### src/sv/narma_pkg.sv
// shared constants and types for the narma10 series generator
`default_nettype none

package narma_pkg;

  localparam int ORDER      = 10;
  localparam int SAMPLE_W   = 16;
  localparam int VALUE_W    = 32;
  localparam int FRAC       = 24;
  localparam int WSUM_W     = 36;
  localparam int SEEN_W     = 4;

  // coefficients rounded to nearest at FRAC fraction bits
  localparam logic signed [23:0] C03  = 24'sd5033165;
  localparam logic signed [20:0] C005 = 21'sd838861;
  localparam logic signed [33:0] C01  = 34'sd1677722;

  localparam logic [SEEN_W-1:0] SEEN_FULL = SEEN_W'(ORDER - 1);

  typedef struct packed {
    logic load;
    logic mul1;
    logic mul2;
    logic sum;
    logic finish;
  } narma_cmd_t;

endpackage

`default_nettype wire

### src/sv/narma_ctrl.sv
// sequencing state machine and output valid for the narma10 generator
`default_nettype none

module narma_ctrl
  import narma_pkg::*;
(
  input  wire        clk,
  input  wire        rst,
  input  wire        sample_valid,
  output logic       sample_stall,
  output logic       series_valid,
  input  wire        series_stall,
  output narma_cmd_t cmd
);

  localparam logic [2:0] S_IDLE = 3'd0;
  localparam logic [2:0] S_MUL1 = 3'd1;
  localparam logic [2:0] S_MUL2 = 3'd2;
  localparam logic [2:0] S_SUM  = 3'd3;
  localparam logic [2:0] S_FIN  = 3'd4;

  logic [2:0] state;
  logic [2:0] state_next;
  logic       out_free;

  assign sample_stall = (state != S_IDLE);
  assign out_free     = !series_valid || !series_stall;

  always_comb begin
    cmd        = '0;
    state_next = state;
    unique case (state)
      S_IDLE: begin
        if (sample_valid) begin
          cmd.load   = 1'b1;
          state_next = S_MUL1;
        end
      end
      S_MUL1: begin
        cmd.mul1   = 1'b1;
        state_next = S_MUL2;
      end
      S_MUL2: begin
        cmd.mul2   = 1'b1;
        state_next = S_SUM;
      end
      S_SUM: begin
        cmd.sum    = 1'b1;
        state_next = S_FIN;
      end
      S_FIN: begin
        // hold here until the output register can take the beat
        if (out_free) begin
          cmd.finish = 1'b1;
          state_next = S_IDLE;
        end
      end
      default: state_next = S_IDLE;
    endcase
  end

  always_ff @(posedge clk) begin
    if (rst) begin
      state        <= S_IDLE;
      series_valid <= 1'b0;
    end else begin
      state <= state_next;
      if (cmd.finish) begin
        series_valid <= 1'b1;
      end else if (!series_stall) begin
        series_valid <= 1'b0;
      end
    end
  end

endmodule

`default_nettype wire

### config.mk
export PLATFORM = sky130hd
export DESIGN_NAME = narma_ctrl
export DESIGN_NICKNAME = d
export VERILOG_FILES = /design/src/sv/narma_pkg.sv /design/src/sv/narma_ctrl.sv
export SDC_FILE = /design/constraint.sdc
export NUM_CORES = 1
export LEC_CHECK = 0
export BUFFER_PORTS_ARGS = -buffer_cell sky130_fd_sc_hd__buf_2
export CAP_MARGIN = 20
export CORE_AREA = 2 2 39 41
export CTS_BUF_LIST = sky130_fd_sc_hd__clkbuf_4
export DETAILED_ROUTE_END_ITERATION = 8
export DIE_AREA = 0 0 41 43
export SLEW_MARGIN = 15
export SYNTH_ARGS = -nofsm -noshare
export SYNTH_HDL_FRONTEND = slang
export SYNTH_SLANG_ARGS = --single-unit
### constraint.sdc
create_clock -name clk -period 2.8 [get_ports clk]
set_input_delay 0.42 -clock clk [delete_from_list [all_inputs] [get_ports clk]]
set_output_delay 0.42 -clock clk [all_outputs]
set_load 0.05 [all_outputs]
Word-level counts from Yosys, hierarchy flattened
Cells that the tools add are included.
- eq/ne operators: 7
- mux-type cells: 12
- reductions and logical operators: 6
- operator list (kind ; count):
    $pmux 3 s5 ; 1
    $mux 1 ; 9
    $eq 3x2->1 const B ; 2
    $mux 3 ; 2
    $ne 2x2->1 const B ; 2
    $eq 3x1->1 const B ; 1
    $eq 3x3->1 const B ; 1
    $logic_not 3->1 ; 1
    $reduce_bool 3->1 ; 1
    $logic_not 1->1 ; 2
    $ne 2x1->1 const B ; 1
    $reduce_and 2->1 ; 1
    $logic_or 1x1->1 ; 1
- register bits: 4
- output and inout bits: 7

Logic depth before layout (Yosys ltp)
Gate-level depths: netlist (run 1).
- depth in word-level cells: 5
- depth in mapped cells: 2
- mapped depth without buffers: 2

Worst setup path before layout (run 1)
Ideal clock, no wire load.
- kind: flip-flop to output port
- start: reg state[0]
- end: out cmd[4] (netlist name)
- arrival: 1.703 ns
- path slack: 0.677 ns
- stages on the path, launching flop included: 3
- path buffers: 0
- cells stage by stage: dfxtp_1 or3_2 nor2_1
- RTL lines (item ; RTL line ; RTL):
    start, declared ; narma_ctrl.sv:22 ; logic [2:0] state;
    start signal, assigned ; narma_ctrl.sv:67 ; state <= state_next;
    end, declared ; narma_ctrl.sv:13 ; output narma_cmd_t cmd

==> results of run 1 <==
[cells by family after synthesis]
family          after synthesis  share of synthesized area
buf+inv                       1                     0.0195
simple gates                 11                      0.403
flops                         4                      0.416
compound gates                3                      0.117
xor+xnor                      1                     0.0455
[synth_stat cells]
library cell / instances / area share
dfxtp_1: 4 / 0.42
a21oi_1: 2 / 0.052
nor2_1: 2 / 0.039
nor3b_1: 2 / 0.078
and3b_2: 1 / 0.052
inv_1: 1 / 0.019
nand2_1: 1 / 0.019
nor3_1: 1 / 0.026
nor4_1: 1 / 0.032
o31ai_2: 1 / 0.065
or3_2: 1 / 0.039
or3b_4: 1 / 0.058
or4bb_1: 1 / 0.058
xnor2_1: 1 / 0.045
[layer usage]
layer	up-vias	track usage	wire [um]
li1	99	-	-
met1	87	0.0744	180
met2	6	0.0656	209
met3	2	0.0471	25
met4	0	0.0600	19
met5	-	0	0
[flip-flops by register name, indices dropped and copies added (netlist names)]
| signal | cells |
|---|---|
| state | 3 |
| series_valid | 1 |
[layout by cell type (no fill, tap or decap)]
cell type / count
buf_2: 10
nor3b_1: 2
nor3_1: 1
or4bb_1: 1
and3b_2: 1
nand2_1: 1
o31ai_2: 1
a21oi_1: 2
or3b_4: 1
nor2_1: 2
xnor2_1: 1
clkbuf_4: 3
or3_2: 1
nor4_1: 1
dfxtp_1: 4
inv_1: 1
[power by group through the flow]
stage | Sequential, mW | Clock [mW] | Combinational (mW)
3_3_place_gp | 0.0688 | 0 | 0.0588
3_5_place_dp | 0.0693 | 0 | 0.0587
4_1_cts | 0.0684 | 0.0768 | 0.0588
5_1_grt | 0.0700 | 0.0822 | 0.0616
6_report | 0.0684 | 0.0739 | 0.0585
2_1_floorplan | 0.0679 | 0 | 0.0462
[cell type report]
| type | instances | area, um^2 |
|---|---|---|
| inverter | 1 | 3.75 |
| fill | 166 | 1100 |
| multi-input combinational | 15 | 109 |
| timing repair buffer | 10 | 50.0 |
| clock buffer | 3 | 22.5 |
| tap | 16 | 20.0 |
| sequential | 4 | 80.1 |
[through the flow]
stage	hold slack, ns	setup WS [ns]	area (um^2)
6_report	0.408	0.891	285
5_1_grt	0.409	0.804	285
4_1_cts	0.398	0.873	285
3_5_place_dp	0.511	1.13	263
3_3_place_gp	0.512	1.16	263
2_1_floorplan	0.489	0.677	193
[how the worst min path moves through the flow]
stage | from | endpoint | cells after the start
2_1_floorplan | rst | series_valid$_SDFFE_PP0P_ | 1
3_3_place_gp | series_valid$_SDFFE_PP0P_ | series_valid$_SDFFE_PP0P_ | 2
3_5_place_dp | series_valid$_SDFFE_PP0P_ | state[2]$_SDFFE_PP0P_ | 2
5_1_grt | rst | state[1]$_SDFFE_PP0P_ | 2
4_1_cts | rst | series_valid$_SDFFE_PP0P_ | 2
6_report | rst | series_valid$_SDFFE_PP0P_ | 2
[worst max-delay path, cell delays in order, from the launching register on]
cell and delay [ns]:
dfxtp_1 0.43, or3b_4 0.42, a21oi_1 0.12, buf_2 0.28
==> impl_metrics.yaml, run 1 <==
synthesis:
  synth.ff_latch_count: 4
  synthCells: 20
  synth_fp_nets: 24
  ys_seq_area_frac: 0.416
  yosysWarnings: 0
  yosysUniqueCellTypes: 14
  syn-cell-area_um2: 193
  avgSynthCellArea_um2: 9.63
clocking:
  clkLatencyLatePin_ns: 0.24
  cts.sinks: 4
  h-tree-depth: 1
  clk_pin_slew_worst_paths_ns: 0.04
  post_cts_buffers: 0
  numCtsBuffers: 3
  cts_root_buffer: "clkbuf_4"
  cts_resized: 0
  ctsHoldBuffers: 0
  cts_tree: "built"
  clockBufferDepth: 2
die:
  die_w_um: 41
  pin_count: 11
  start_util: 0.139
  die-area_um2: 1760
  num_rows: 14
  die_h_um: 43
  core_area_um2: 1380
place:
  place_inst: 46
  gp_congestion: 0.641
  port_buffers: 10
grt:
  grtUsageTotal: 0.0624
  antenna_found_initial: 0
  grt_pass1_wl_um: 662
  grt_pass1_vias: 175
  gr-total-overflow: 0
  grt_max_degree: 9
status:
  status: "completed"
setup_path:
  crit_start: "state[2]$_SDFFE_PP0P_"
  r2r-end: "state[2]$_SDFFE_PP0P_"
  reg2reg_slack_ns: 1.67
  cp_max_fo: 8
  path_class: "reg2out"
  cp.required_ns: 2.38
  r2r_start: "state[1]$_SDFFE_PP0P_"
  crit_arrival_ns: 1.49
  worst_setup_path_end_kind: "output pin"
  r2r_cells: 2
  endpoint: "cmd[0]"
  startpoint_type: "flip-flop"
pwr:
  p_int_mw: 0.126
  pwr-share-seq: 0.341
  ir_drop_uv: 174
  fin_total_pwr_mw: 0.201
  powerDensity_nw_per_um2: 704
  p_clk_frac: 0.368
  p_leak_nw: 0.135
  power.share.switching: 0.372
  p_comb_frac: 0.291
  p_sw_mw: 0.0747
routing:
  dr.pass1.iters: 1
  via_per_inst: 3.96
  wire_per_inst_um: 8.86
  num_vias: 194
  drt_iter0_markers: 0
  drc: 0
  drt_wl_total_um: 434
  ant_nets: 0
sta:
  worstMarginPinSlew_ns: 0.250
  fin_crit_sh: 0.682
  final.setup.tns_ns: 0
  fmax_ghz: 0.524
  grt_setup_unrepaired: "no"
  period_minus_slack_ns: 1.91
  slew_headroom: 0.833
  finalClockSkew_ns: 0.00205
  maxSlewViolCount: 0
  setup_viol: 0
  hold_violations: 0
worst_hold_path:
  hold_class: "in2reg"
flow_run:
  max_cap_violations: 0
layout:
  syn_to_final_growth_pct: 48.1
  final_cells: 49
  final_core_util: 0.206
  layout-drive-gt1-share: 0.515
  fin_nets: 39
  num_antenna_cells: 0
(Power assumes the default switching activity.)
==> run 2: changes to the inputs <==
clock period = 1.7 ns   (was 2.8 ns; I/O delays follow)
==> run 2 against run 1 <==
  * Die area is the same
  * Wire length shrank 5.8%
  * Via count grew 0.52%
  * Setup slack lost 0.82 ns
  * Core utilization grew 1.2 points
  * Clock power grew 65%
  * Final cell count is the same
  * Largest power group unchanged
  * Highest routed layer unchanged
==> impl_metrics.yaml, run 2 (synthesis results as in run 1) <==
sta:
  slew_headroom: 0.834
  holdWs_ns: 0.242
  worstMarginPinSlew_ns: 0.249
  final.setup.tns_ns: 0
  setup_viol: 0
  fin_ws_ns: 0.0681
  hold_violations: 0
  fin_crit_sh: 0.960
  maxSlewViolCount: 0
  period_minus_slack_ns: 1.63
  fmax_ghz: 0.613
  finalClockSkew_ns: 0.00154
  grt_setup_unrepaired: "no"
setup_path:
  reg2reg_slack_ns: 0.58
  endpoint: "cmd[4]"
  cp.required_ns: 1.44
  startpoint_type: "flip-flop"
  crit_start: "state[0]$_SDFFE_PP0P_"
  cp_max_fo: 8
  cpMaxStageDelayCell: "or3_2"
  critical_path.top_delay_family: "simple AND/OR/NAND/NOR gates"
  critical_path_buf_inv_count: 1
  crit_chain: "or3_2 -> nor2_2 -> buf_6"
  path_class: "reg2out"
  worstSetupPathDepth: 3
  r2r_cells: 2
  worst_setup_path_end_kind: "output pin"
  r2r-end: "state[2]$_SDFFE_PP0P_"
  crit_arrival_ns: 1.38
  r2r_start: "state[1]$_SDFFE_PP0P_"
  max_stage_delay_ns: 0.51
layout:
  syn_to_final_growth_pct: 56.5
  final_common_cell: "buf_2"
  reg.largest.list: "state x3, series_valid x1"
  final_core_util: 0.218
  largest_register_ffs: 3
  fin_nets: 39
  top_register: "state"
  final_cell_mix: "buf_2 (8), clkbuf_4 (3), dfxtp_1 (3)"
  layout-drive-gt1-share: 0.606
  num_antenna_cells: 0
  stdcell_area_um2: 302
clocking:
  cts.sinks: 4
  h-tree-depth: 1
  clkLatencyLatePin_ns: 0.24
  cts_tree: "built"
  clockBufferDepth: 2
  cts_root_buffer: "clkbuf_4"
  numCtsBuffers: 3
  clk_pin_slew_worst_paths_ns: 0.04
  ctsHoldBuffers: 0
routing:
  drt_iter0_markers: 0
  dr.pass1.iters: 1
  wire_per_inst_um: 8.35
  drc: 0
  via_per_inst: 3.98
  num_vias: 195
  drt_wl_total_um: 409
  ant_nets: 0
die:
  die_w_um: 41
  pin_count: 11
  num_rows: 14
  start_util: 0.139
  core_area_um2: 1380
  die-area_um2: 1760
  die_h_um: 43
pwr:
  p_leak_nw: 0.137
  p_clk_frac: 0.361
  pwr-share-seq: 0.334
  power.share.switching: 0.370
  p_int_mw: 0.212
  p_comb_frac: 0.305
  ir_drop_uv: 343
  powerDensity_nw_per_um2: 1120
  p_sw_mw: 0.125
grt:
  gr-total-overflow: 0
  grt_pass1_vias: 168
  grtUsageTotal: 0.0652
  grt_max_degree: 9
  grt_pass1_wl_um: 717
  antenna_found_initial: 0
place:
  port_buffers: 10
  placed_area_um2: 269
  gp_congestion: 0.583
  place_ws_ns: 0.225
status:
  status: "completed"
flow_run:
  max_cap_violations: 0
worst_hold_path:
  hold_class: "in2reg"
==> run 2: cell counts in the layout (fill, tap and decap cells not counted) <==
No cell type changed its count.
==> run 2: worst min path at each step <==
| stage | from | end | depth (start not counted) |
|---|---|---|---|
| after global placement | rst | series_valid$_SDFFE_PP0P_ | 2 |
| final | rst | series_valid$_SDFFE_PP0P_ | 2 |
| after floorplan | rst | series_valid$_SDFFE_PP0P_ | 1 |
| after CTS | rst | series_valid$_SDFFE_PP0P_ | 2 |
| after detailed placement | rst | series_valid$_SDFFE_PP0P_ | 2 |
| after global routing | rst | series_valid$_SDFFE_PP0P_ | 2 |
==> run 2: layout make-up <==
class,instances,area [um^2]
multi-input combinational,15,115
inverter,1,3.75
timing repair buffer,10,58.8
tap,16,20.0
sequential,4,81.3
fill,160,1080
clock buffer,3,22.5
==> run 2: timing repair <==
action	in CTS	in global routing
resized for setup	2	2
endpoints found under the setup margin	2	2
buffers inserted	0	0
==> run 2: metrics by stage <==
step	cells	power [mW]
after floorplan	20	0.190
after global placement	46	0.212
after detailed placement	46	0.212
after CTS	49	0.338
after global routing	49	0.356
final	49	0.337
==> run 2: routing by layer <==
metal / vias up / track usage / share of wire / routed length (um)
met4: 0 / 0.0800 / 0.034 / 14
met5: - / 0 / 0 / 0
met3: 2 / 0.0314 / 0.083 / 34
met2: 8 / 0.0719 / 0.46 / 188
li1: 100 / - / - / -
met1: 85 / 0.0769 / 0.42 / 172
==> run 2: power groups by stage <==
stage	clock (mW)	combinational, mW	sequential (mW)
2_1_floorplan	0	0.0778	0.112
3_3_place_gp	0	0.0982	0.114
3_5_place_dp	0	0.0985	0.114
4_1_cts	0.125	0.101	0.112
5_1_grt	0.134	0.108	0.115
6_report	0.122	0.103	0.113
